<file path="src/design/lspd_pkg.sv">
`timescale 1ns / 1ps
// ----------------------------------------------------------------------------
// lspd_pkg
// Shared constants, types and tables for the lidar scan packet decoder.
// ----------------------------------------------------------------------------
package lspd_pkg;

  localparam int AtanIterations = 12;
  localparam int CordicMax      = 20;
  localparam int IterW          = 5;
  localparam logic [14:0] FullTurnQ6 = 15'd23040;

  // Parse phases
  localparam logic [3:0] PH_HUNT  = 4'd0;
  localparam logic [3:0] PH_SYNC  = 4'd1;
  localparam logic [3:0] PH_TYPE  = 4'd2;
  localparam logic [3:0] PH_COUNT = 4'd3;
  localparam logic [3:0] PH_FSA_L = 4'd4;
  localparam logic [3:0] PH_FSA_H = 4'd5;
  localparam logic [3:0] PH_LSA_L = 4'd6;
  localparam logic [3:0] PH_LSA_H = 4'd7;
  localparam logic [3:0] PH_CS_L  = 4'd8;
  localparam logic [3:0] PH_CS_H  = 4'd9;
  localparam logic [3:0] PH_SMP_L = 4'd10;
  localparam logic [3:0] PH_SMP_H = 4'd11;

  localparam logic CFG_RX_EN  = 1'b0;
  localparam logic CFG_COR_EN = 1'b1;

  // Controller to datapath commands
  typedef struct packed {
    logic start;    // begin sample computation on latched word
    logic step_div; // one divider iteration
    logic step_cor; // one cordic iteration
    logic finish;   // load output register
  } lspd_cmd_t;

  typedef struct packed {
    logic div_done;
    logic cor_done;
  } lspd_sts_t;

  function automatic logic [35:0] atan_entry(input logic [IterW-1:0] i);
    logic [35:0] v;
    v = '0;
    case (i)
      5'd0:  v = 36'd2949120;
      5'd1:  v = 36'd1740967;
      5'd2:  v = 36'd919879;
      5'd3:  v = 36'd466945;
      5'd4:  v = 36'd234379;
      5'd5:  v = 36'd117304;
      5'd6:  v = 36'd58666;
      5'd7:  v = 36'd29335;
      5'd8:  v = 36'd14668;
      5'd9:  v = 36'd7334;
      5'd10: v = 36'd3667;
      5'd11: v = 36'd1833;
      5'd12: v = 36'd917;
      5'd13: v = 36'd458;
      5'd14: v = 36'd229;
      5'd15: v = 36'd115;
      5'd16: v = 36'd57;
      5'd17: v = 36'd29;
      5'd18: v = 36'd14;
      5'd19: v = 36'd7;
      default: v = '0;
    endcase
    return v;
  endfunction

endpackage

</file>
<file path="src/design/lspd_datapath.sv">
`timescale 1ns / 1ps
`default_nettype none
// ----------------------------------------------------------------------------
// lspd_datapath
// Header field registers, checksum, angle interpolation divider and cordic.
// ----------------------------------------------------------------------------
module lspd_datapath (
  input  wire logic               clk,
  input  wire logic               rst_n,
  input  wire logic [3:0]         phase,
  input  wire logic               byte_take,
  input  wire logic [7:0]         rx_byte,
  input  wire logic               cor_en,
  input  wire lspd_pkg::lspd_cmd_t cmd,
  output lspd_pkg::lspd_sts_t     sts,
  output logic                    last_now,
  output logic [14:0]             angle_q6,
  output logic [15:0]             distance_q2,
  output logic [7:0]              sample_index,
  output logic                    last_sample,
  output logic                    checksum_ok
);

  logic [7:0]  low_r, nsmp_r, idx_r;
  logic [14:0] start_r, span_r;
  logic [15:0] exp_r, csum_r, word_r;
  logic [15:0] word;
  logic [14:0] ang_w;
  logic [14:0] end_w;

  // divider: (span*idx*2 + d) / (2d), restoring, 24-bit dividend
  logic [23:0] quo_r;
  logic [8:0]  rem_r;
  logic [4:0]  dcnt_r;
  logic [8:0]  dsor;
  logic [9:0]  rtry;

  // cordic
  logic signed [35:0] x_r, y_r, z_r;
  logic [4:0]          ccnt_r;

  assign word = {rx_byte, low_r};

  function automatic logic [14:0] ang_of(input logic [15:0] w);
    logic [14:0] a;
    a = w[15:1];
    if (a >= lspd_pkg::FullTurnQ6) a = a - lspd_pkg::FullTurnQ6;
    return a;
  endfunction

  assign end_w = ang_of(word);
  assign dsor  = {nsmp_r - 8'd1, 1'b0};

  // Flag the final sample of the packet
  assign last_now = (9'(idx_r) + 9'd1 >= 9'(nsmp_r));

  // Capture header fields and sample words
  always_ff @(posedge clk) begin
    if (!rst_n) begin
      low_r   <= '0;
      nsmp_r  <= '0;
      idx_r   <= '0;
      start_r <= '0;
      span_r  <= '0;
      exp_r   <= '0;
      csum_r  <= '0;
      word_r  <= '0;
    end else begin
      if (byte_take) begin
        case (phase)
          lspd_pkg::PH_SYNC: if (rx_byte == 8'h55) csum_r <= 16'h55AA;
          lspd_pkg::PH_TYPE, lspd_pkg::PH_FSA_L, lspd_pkg::PH_LSA_L,
          lspd_pkg::PH_CS_L, lspd_pkg::PH_SMP_L: low_r <= rx_byte;
          lspd_pkg::PH_COUNT: begin
            nsmp_r <= rx_byte;
            idx_r  <= 8'd0;
            csum_r <= csum_r ^ word;
          end
          lspd_pkg::PH_FSA_H: begin
            csum_r  <= csum_r ^ word;
            start_r <= end_w;
          end
          lspd_pkg::PH_LSA_H: begin
            csum_r <= csum_r ^ word;
            span_r <= (end_w >= start_r) ? end_w - start_r
                                         : end_w + lspd_pkg::FullTurnQ6 - start_r;
          end
          lspd_pkg::PH_CS_H: exp_r <= word;
          lspd_pkg::PH_SMP_H: begin
            csum_r <= csum_r ^ word;
            word_r <= word;
          end
          default: ;
        endcase
      end
      if (cmd.finish) idx_r <= idx_r + 8'd1;
    end
  end

  // Division start and steps
  assign rtry = {rem_r, quo_r[23]} - {1'b0, dsor};
  always_ff @(posedge clk) begin
    if (!rst_n) begin
      dcnt_r <= '0;
    end else if (cmd.start) begin
      quo_r  <= 24'(span_r * idx_r * 2) + 24'(dsor[8:1]);
      rem_r  <= '0;
      dcnt_r <= 5'd24;
    end else if (cmd.step_div && dcnt_r != 5'd0) begin
      if (!rtry[9]) begin
        rem_r <= rtry[8:0];
        quo_r <= {quo_r[22:0], 1'b1};
      end else begin
        rem_r <= {rem_r[7:0], quo_r[23]};
        quo_r <= {quo_r[22:0], 1'b0};
      end
      dcnt_r <= dcnt_r - 5'd1;
    end
  end

  // Cordic vectoring, one iteration per cycle while step_cor is asserted
  always_ff @(posedge clk) begin
    if (!rst_n) begin
      ccnt_r <= '0;
    end else if (cmd.start) begin
      x_r    <= 36'sd15530 * $signed({20'd0, word_r});
      y_r    <= 36'sd218 * (36'sd6212 - 36'sd10 * $signed({20'd0, word_r}));
      z_r    <= '0;
      ccnt_r <= '0;
    end else if (cmd.step_cor && !sts.cor_done) begin
      if (y_r > 0) begin
        x_r <= x_r + (y_r >>> ccnt_r);
        y_r <= y_r - (x_r >>> ccnt_r);
        z_r <= z_r + $signed(lspd_pkg::atan_entry(ccnt_r));
      end else begin
        x_r <= x_r - (y_r >>> ccnt_r);
        y_r <= y_r + (x_r >>> ccnt_r);
        z_r <= z_r - $signed(lspd_pkg::atan_entry(ccnt_r));
      end
      ccnt_r <= ccnt_r + 5'd1;
    end
  end

  assign sts.div_done = (dcnt_r == 5'd0);
  assign sts.cor_done = (ccnt_r >= 5'(lspd_pkg::AtanIterations)) ||
                        (ccnt_r >= 5'(lspd_pkg::CordicMax));

  // Combine interpolation and correction
  logic [15:0] base;
  logic signed [36:0] zr;
  logic signed [17:0] corr, sum;
  always_comb begin
    base = {1'b0, start_r};
    if (nsmp_r > 8'd1) base = base + {1'b0, quo_r[14:0]};
    if (base >= {1'b0, lspd_pkg::FullTurnQ6}) base = base - {1'b0, lspd_pkg::FullTurnQ6};
    zr   = ($signed({z_r[35], z_r}) + 37'sd512) >>> 10;
    corr = zr[17:0];
    sum  = $signed({2'b00, base}) ;
    if (cor_en && word_r != 16'd0) begin
      sum = sum + corr;
      if (sum < 0) sum = sum + 18'sd23040;
      else if (sum >= 18'sd23040) sum = sum - 18'sd23040;
    end
    ang_w = sum[14:0];
  end

  // Output register
  always_ff @(posedge clk) begin
    if (cmd.finish) begin
      angle_q6     <= ang_w;
      distance_q2  <= word_r;
      sample_index <= idx_r;
      last_sample  <= last_now;
      checksum_ok  <= last_now && (csum_r == exp_r);
    end
  end

endmodule
`default_nettype wire

</file>
<file path="src/design/lspd_ctrl.sv">
`timescale 1ns / 1ps
`default_nettype none
// ----------------------------------------------------------------------------
// lspd_ctrl
// Parse sequencer and compute/output control.
// ----------------------------------------------------------------------------
module lspd_ctrl (
  input  wire logic                clk,
  input  wire logic                rst_n,
  input  wire logic                in_valid,
  output logic                     in_ready,
  input  wire logic [7:0]          rx_byte,
  input  wire logic                rx_en,
  output logic                     out_valid,
  input  wire logic                out_ready,
  output logic [3:0]               phase,
  output logic                     byte_take,
  output lspd_pkg::lspd_cmd_t      cmd,
  input  wire lspd_pkg::lspd_sts_t sts,
  input  wire logic                last_now
);

  localparam logic [1:0] S_PARSE = 2'd0;
  localparam logic [1:0] S_CALC  = 2'd1;
  localparam logic [1:0] S_OUT   = 2'd2;

  logic [1:0] st_r, st_nxt;
  logic [3:0] ph_r, ph_nxt;
  logic       ov_r, ov_nxt;
  logic       go_r;

  assign phase     = ph_r;
  assign out_valid = ov_r;
  // Accept bytes while parsing; a pending result blocks the next compute only
  assign in_ready  = (st_r == S_PARSE) &&
                     !(ph_r == lspd_pkg::PH_SMP_H && ov_r && rx_en);
  assign byte_take = in_valid && in_ready && rx_en;

  always_comb begin
    st_nxt    = st_r;
    ph_nxt    = ph_r;
    ov_nxt    = ov_r && !out_ready;
    cmd       = '0;
    cmd.start = go_r;
    if (in_valid && in_ready && !rx_en) ph_nxt = lspd_pkg::PH_HUNT;
    unique case (st_r)
      S_PARSE: begin
        if (byte_take) begin
          unique case (ph_r)
            lspd_pkg::PH_HUNT: if (rx_byte == 8'hAA) ph_nxt = lspd_pkg::PH_SYNC;
            lspd_pkg::PH_SYNC: begin
              if (rx_byte == 8'h55) ph_nxt = lspd_pkg::PH_TYPE;
              else if (rx_byte != 8'hAA) ph_nxt = lspd_pkg::PH_HUNT;
            end
            lspd_pkg::PH_TYPE:
              ph_nxt = (rx_byte != 8'd0) ? lspd_pkg::PH_HUNT : lspd_pkg::PH_COUNT;
            lspd_pkg::PH_COUNT:
              ph_nxt = (rx_byte == 8'd0) ? lspd_pkg::PH_HUNT : lspd_pkg::PH_FSA_L;
            lspd_pkg::PH_FSA_L, lspd_pkg::PH_FSA_H, lspd_pkg::PH_LSA_L,
            lspd_pkg::PH_LSA_H, lspd_pkg::PH_CS_L, lspd_pkg::PH_CS_H,
            lspd_pkg::PH_SMP_L: ph_nxt = ph_r + 4'd1;
            lspd_pkg::PH_SMP_H: st_nxt = S_CALC;
            default: ph_nxt = lspd_pkg::PH_HUNT;
          endcase
        end
      end
      S_CALC: begin
        // Hold off iteration the cycle start loads the units
        if (!go_r) begin
          cmd.step_div = 1'b1;
          cmd.step_cor = 1'b1;
          if (sts.div_done && sts.cor_done) begin
            cmd.finish = 1'b1;
            ov_nxt     = 1'b1;
            st_nxt     = S_PARSE;
            ph_nxt     = last_now ? lspd_pkg::PH_HUNT : lspd_pkg::PH_SMP_L;
          end
        end
      end
      default: st_nxt = S_PARSE;
    endcase
  end

  // Start compute in the cycle after the high byte is taken
  always_ff @(posedge clk) begin
    if (!rst_n) begin
      st_r <= S_PARSE;
      ph_r <= lspd_pkg::PH_HUNT;
      ov_r <= 1'b0;
      go_r <= 1'b0;
    end else begin
      st_r <= st_nxt;
      ph_r <= ph_nxt;
      ov_r <= ov_nxt;
      go_r <= byte_take && ph_r == lspd_pkg::PH_SMP_H;
    end
  end

endmodule
`default_nettype wire

</file>
<file path="src/design/lidar_scan_packet_decoder.sv">
`timescale 1ns / 1ps
`default_nettype none
// ----------------------------------------------------------------------------
// lidar_scan_packet_decoder
// Parses lidar scan packets byte by byte and emits one angle/distance result
// per sample word.
// ----------------------------------------------------------------------------
// Channel  Direction  Payload
// in_      input      rx_byte
// out_     output     angle_q6, distance_q2, sample_index, last_sample,
//                     checksum_ok
// cfg_     input      index 0 receive_enable, 1 correction_enable
//
// Header and low bytes are accepted whenever the parser is ready. A sample high
// byte starts a 24-step divider and a 12-step cordic in parallel; the result is
// registered once both finish, and input is held during the compute, so the next
// byte is taken only after the result is loaded.
// Reset is synchronous; both enables reset to 1.
// A result held by out_ready stalls only the next sample's high byte.
// ----------------------------------------------------------------------------
module lidar_scan_packet_decoder (
  input  wire logic        clk,
  input  wire logic        rst_n,
  input  wire logic        in_valid,
  output logic             in_ready,
  input  wire logic [7:0]  in_rx_byte,
  output logic             out_valid,
  input  wire logic        out_ready,
  output logic [14:0]      out_angle_q6,
  output logic [15:0]      out_distance_q2,
  output logic [7:0]       out_sample_index,
  output logic             out_last_sample,
  output logic             out_checksum_ok,
  input  wire logic        cfg_valid,
  output logic             cfg_ready,
  input  wire logic        cfg_index,
  input  wire logic        cfg_data
);

  logic rx_en_r, cor_en_r;
  logic [3:0] phase;
  logic byte_take;
  logic last_now;
  lspd_pkg::lspd_cmd_t cmd;
  lspd_pkg::lspd_sts_t sts;

  assign cfg_ready = 1'b1;

  // Configuration registers
  always_ff @(posedge clk) begin
    if (!rst_n) begin
      rx_en_r  <= 1'b1;
      cor_en_r <= 1'b1;
    end else if (cfg_valid) begin
      if (cfg_index == lspd_pkg::CFG_RX_EN) rx_en_r <= cfg_data;
      else cor_en_r <= cfg_data;
    end
  end

  lspd_ctrl u_ctrl (
    .clk, .rst_n, .in_valid, .in_ready, .rx_byte(in_rx_byte), .rx_en(rx_en_r),
    .out_valid, .out_ready, .phase, .byte_take, .cmd(cmd), .sts(sts),
    .last_now(last_now)
  );

  lspd_datapath u_dp (
    .clk, .rst_n, .phase, .byte_take, .rx_byte(in_rx_byte), .cor_en(cor_en_r),
    .cmd(cmd), .sts, .last_now(last_now),
    .angle_q6(out_angle_q6), .distance_q2(out_distance_q2),
    .sample_index(out_sample_index), .last_sample(out_last_sample),
    .checksum_ok(out_checksum_ok)
  );

endmodule
`default_nettype wire

</file>
<file path="config.mk">
export PLATFORM = sky130hd
export DESIGN_NAME = lidar_scan_packet_decoder
export DESIGN_NICKNAME = d
export VERILOG_FILES = /design/src/design/lspd_pkg.sv /design/src/design/lspd_datapath.sv /design/src/design/lspd_ctrl.sv /design/src/design/lidar_scan_packet_decoder.sv
export SDC_FILE = /design/constraint.sdc
export NUM_CORES = 2
export LEC_CHECK = 0
export BUFFER_PORTS_ARGS = -buffer_cell sky130_fd_sc_hd__buf_2
export CORE_ASPECT_RATIO = 1.2
export CORE_MARGIN = 2
export CORE_UTILIZATION = 50
export CTS_CLUSTER_SIZE = 30
export DETAILED_ROUTE_END_ITERATION = 8
export PLACE_DENSITY = 0.72
export RECOVER_POWER = 50
export SLEW_MARGIN = 20
export SYNTH_ARGS = -nofsm -noshare
export SYNTH_HDL_FRONTEND = slang
export SYNTH_SLANG_ARGS = --single-unit
</file>
<file path="constraint.sdc">
create_clock -name clk -period 8.4 [get_ports clk]
set_input_delay 0.42 -clock clk [delete_from_list [all_inputs] [get_ports clk]]
set_output_delay 0.42 -clock clk [all_outputs]
set_load 0.01 [all_outputs]
</file>
==> metrics.md <==
| Metric | Value |
|---|---|
| Crit-path slowest cell | fa_1 |
| EDFF count, synth | 174 |
| RSZ-0062 raised after global routing | false |
| Initial core utilization | 0.506 |
| Post-placement cell area | 0.0437 mm^2 |
| Die width | 269 um |
| Reg2Reg Setup Slack | 0.36 ns |
| Storage cell area | 0.00810 mm^2 |
| Comb power frac | 0.030 |
| Setup Skew | 0.0416 ns |
| Post-route ant nets | 0 |
| Synth Warn # | 0 |
| Hold Path Class | in2reg |
| Post-Syn Area | 0.0423 mm^2 |
| Nets | 5555 |
| Pint | 2750 uW |
| Num CTS Buffers | 39 |
| Syn Area/Cell | 8.68 um^2 |
| Startpoint Class | flip-flop |
| #FFs+latches synth | 317 |
| Final slew viol count | 216 |
| Gpl congestion | 1.02 |
| H-tree Lvls | 2 |
| Hold Violations, Final | 0 |
| Final setup fails | 0 |
| Layout fillers | 7876 |
| Max_slew headroom | -1.16 |
| Tcrit/Tclk final | 0.957 |
| Post-layout min period | 8.04 ns |
| Sw frac | 0.236 |
| Flop pwr share | 0.449 |
| Peak VDD IR | 0.172 mV |
| Most common library cell in the layout ignoring fill and taps | inv_1 |
| I/O Pins | 59 |
| Clock group share of total power | 0.521 |
| First DRT Iteration DRCs | 3145 |
| Vias in the first global route | 35.3k |
| DIE AREA | 0.0869 mm^2 |
| Routed wire length | 124000 um |
| Worst r2r src | u_dp.word_r[2] |
| Critical path arrival | 8.37 ns |
| Post-layout util | 0.539 |
| PwrDens | 80.0 mW/mm^2 |
| Synth Area in Simple Gates | 0.155 |
| Antenna violations before repair | 1 |
| Multi-input logic area | 0.0315 mm^2 |
| Via count of the routed design | 36.3k |
| Status | finished, violations left |
| CTS sink count | 317 |
| Critical path class | reg2reg |
| CTS tree | built |
| Async S/R FF share, synth | 0 |
| Critical Path Fanout Max | 10 |
| Design Area, Final | 0.0450 mm^2 |
| Static leakage | 0.0202 uW |
| Total track usage | 0.280 |
| Fraction of layout cells with a size suffix above 1 | 0.0700 |
| First-pass GRT wire length | 195000 um |
| Slowest cell delay on critical path | 0.54 ns |
| Area contributors post-synth | ha_1 (13%), edfxtp_1 (12%), fa_1 (12%), dfxtp_1 (6.8%), mux4_2 (5.0%) |
| Top-area cell type share of the netlist area | 0.133 |
| Post-synthesis compound-gate area fraction | 0.171 |
| Post-synthesis sequential area ratio | 0.191 |
| Vias/cell | 6.05 |
| IO buf count | 57 |
| Largest area contributor in the netlist | ha_1 |
| Hold wc startpoint | cfg_data |
| Main combinational cell family by area after synthesis | adder cells |
| Post-synthesis mux area share | 0.0833 |
| Total gr overflow | 0 |
| WL/cell | 20.7 um |
| Post-Syn Instances | 4870 |
| Number of max-cap violations | 5 |
| Worst Path Required | 8.73 ns |
| Synth Area in Adders | 0.251 |
| Slew @ Worst Pin | 3.24 ns |
| Clk slew on worst S/H paths | 0.06 ns |
| Crit path launch | u_dp.word_r[2] |
| Top_reg_cell synth | edfxtp_1 |
| Layout area overhead | 6.48% |
| Total power draw | 3600 uW |
| Clock buffer depth | 3 |
| F_max | 124 MHz |
| Worst skew pair latency | 0.63 ns |
| Row count | 116 |
| Largest net degree at the start of global routing | 79 |
| Synth unique cells | 93 |
| Clk root buf | clkbuf_16 |
| Most frequent cells in the layout | inv_1 (501), nand2_1 (454), ha_1 (447), nor2_1 (366), a21oi_1 (331) |
| Failing checks | max-capacitance violations, max-slew violations |
| Syn_nets | 5584 |
| P_sw | 851 uW |
| Total core area | 0.0836 mm^2 |
| XOR/XNOR Fraction of Synth Area | 0.0823 |
| HPWL after DPL | 97300 um |
| Remaining DRCs | 0 |
| Worst setup EP type | flip-flop |
| DR pass1 iterations | 8 |
| Die H | 323 um |
==> area by class of cell <==
type                    count  area share
diodes                      1   0.0000556
clock inverters            22     0.00622
multi-input cells        3848       0.701
clock buffers              49      0.0245
inverters                 506      0.0422
repair buffers            129      0.0153
well taps                1121      0.0312
flip-flops and latches    317       0.180
==> cell families after synthesis <==
kind of cell | Yosys count
AO/OA/AOI/OAI | 1136
flip-flops | 317
adder cells (fa/ha/maj) | 699
multiplexers | 229
XOR/XNOR | 394
AND/OR/NAND/NOR | 1389
buffers and inverters | 705
other | 1
==> worst max-delay path, delay by kind of cell, from the launching register on <==
kind	cells	cell delay [ns]
buf+inv	6	0.57
xor+xnor	2	0.29
simple gates	4	0.78
mux	1	0.08
fa+ha+maj	7	2.93
compound gates	13	2.73
flops	1	0.35
==> power by group through the flow <==
stage          sequential, uW  clock, uW  combinational (uW)
3_5_place_dp             1650          0                 107
6_report                 1620       1880                 109
2_1_floorplan            1650          0                78.4
4_1_cts                  1620       1900                 108
5_1_grt                  1620       1950                 119
3_3_place_gp             1650          0                 107
==> worst paths after layout <==
kind	to	cells after the start
worst max register to register	u_dp.y_r[35]	33
worst min register to register	u_dp.exp_r[14]	2
worst min-delay path	rx_en_r	3
worst max-delay path	u_dp.y_r[35]	33
==> per-stage QoR <==
stage               worst slack (ns)  setup TNS [ns]  cells  hold slack [ns]
detailed placement           -0.0444         -0.0444   5920            0.460
CTS                           0.0791               0   5991           0.0336
floorplan                      0.250               0   4870            0.406
finish                         0.364               0   5993           0.0557
global route                 0.00946               0   5993           0.0895
global placement               0.116               0   5920            0.453
==> registers in the layout, indices dropped and copies added, names as in the netlist, 9 cells and up, named ones only <==
name	count
u_dp.word_r	16
u_dp.z_r	28
u_dp.exp_r	16
u_dp.y_r	36
u_dp.start_r	15
u_dp.span_r	15
u_dp.x_r	36
u_dp.quo_r	24
u_dp.csum_r	16
u_dp.angle_q6	15
u_dp.distance_q2	16
u_dp.rem_r	9
==> cell usage after synthesis, types with 17 or more instances <==
cell      instances
o21a_1           36
o22ai_1          28
a31oi_1          44
nand4_1          35
mux4_2           94
clkbuf_1        145
or3_1            26
mux2_2           42
o31ai_1          31
o21ai_0         250
o21bai_1         35
a211oi_1         65
xor2_1          187
edfxtp_1        174
inv_1           501
nor2b_1          42
nand2_1         454
xnor2_1         205
nor4_1           35
ha_1            448
and2_1           77
a21oi_1         331
nor3_1           71
buf_1            25
nand3_1          92
buf_2            17
nand2b_1         56
o211ai_1         32
fa_1            251
and3_1           40
dfxtp_1         143
mux2i_1          93
or2_2            22
nor2_1          369
a21o_1          111
==> per-layer routing <==
metal	part of all wire	up-vias	global-route usage
met2	0.47	1366	0.468
met5	0	-	0
met3	0.074	335	0.0473
li1	-	17100	-
met4	0.042	0	0.108
met1	0.42	17500	0.362
==> timing repair <==
action | CTS | global route
hold buffers | 0 | 0
endpoints found under the setup margin | 2 | 6
buffers inserted | 0 | 1
gates resized for setup | 2 | 13
pin swaps | 0 | 3
Power figures use the tool's default switching activity.
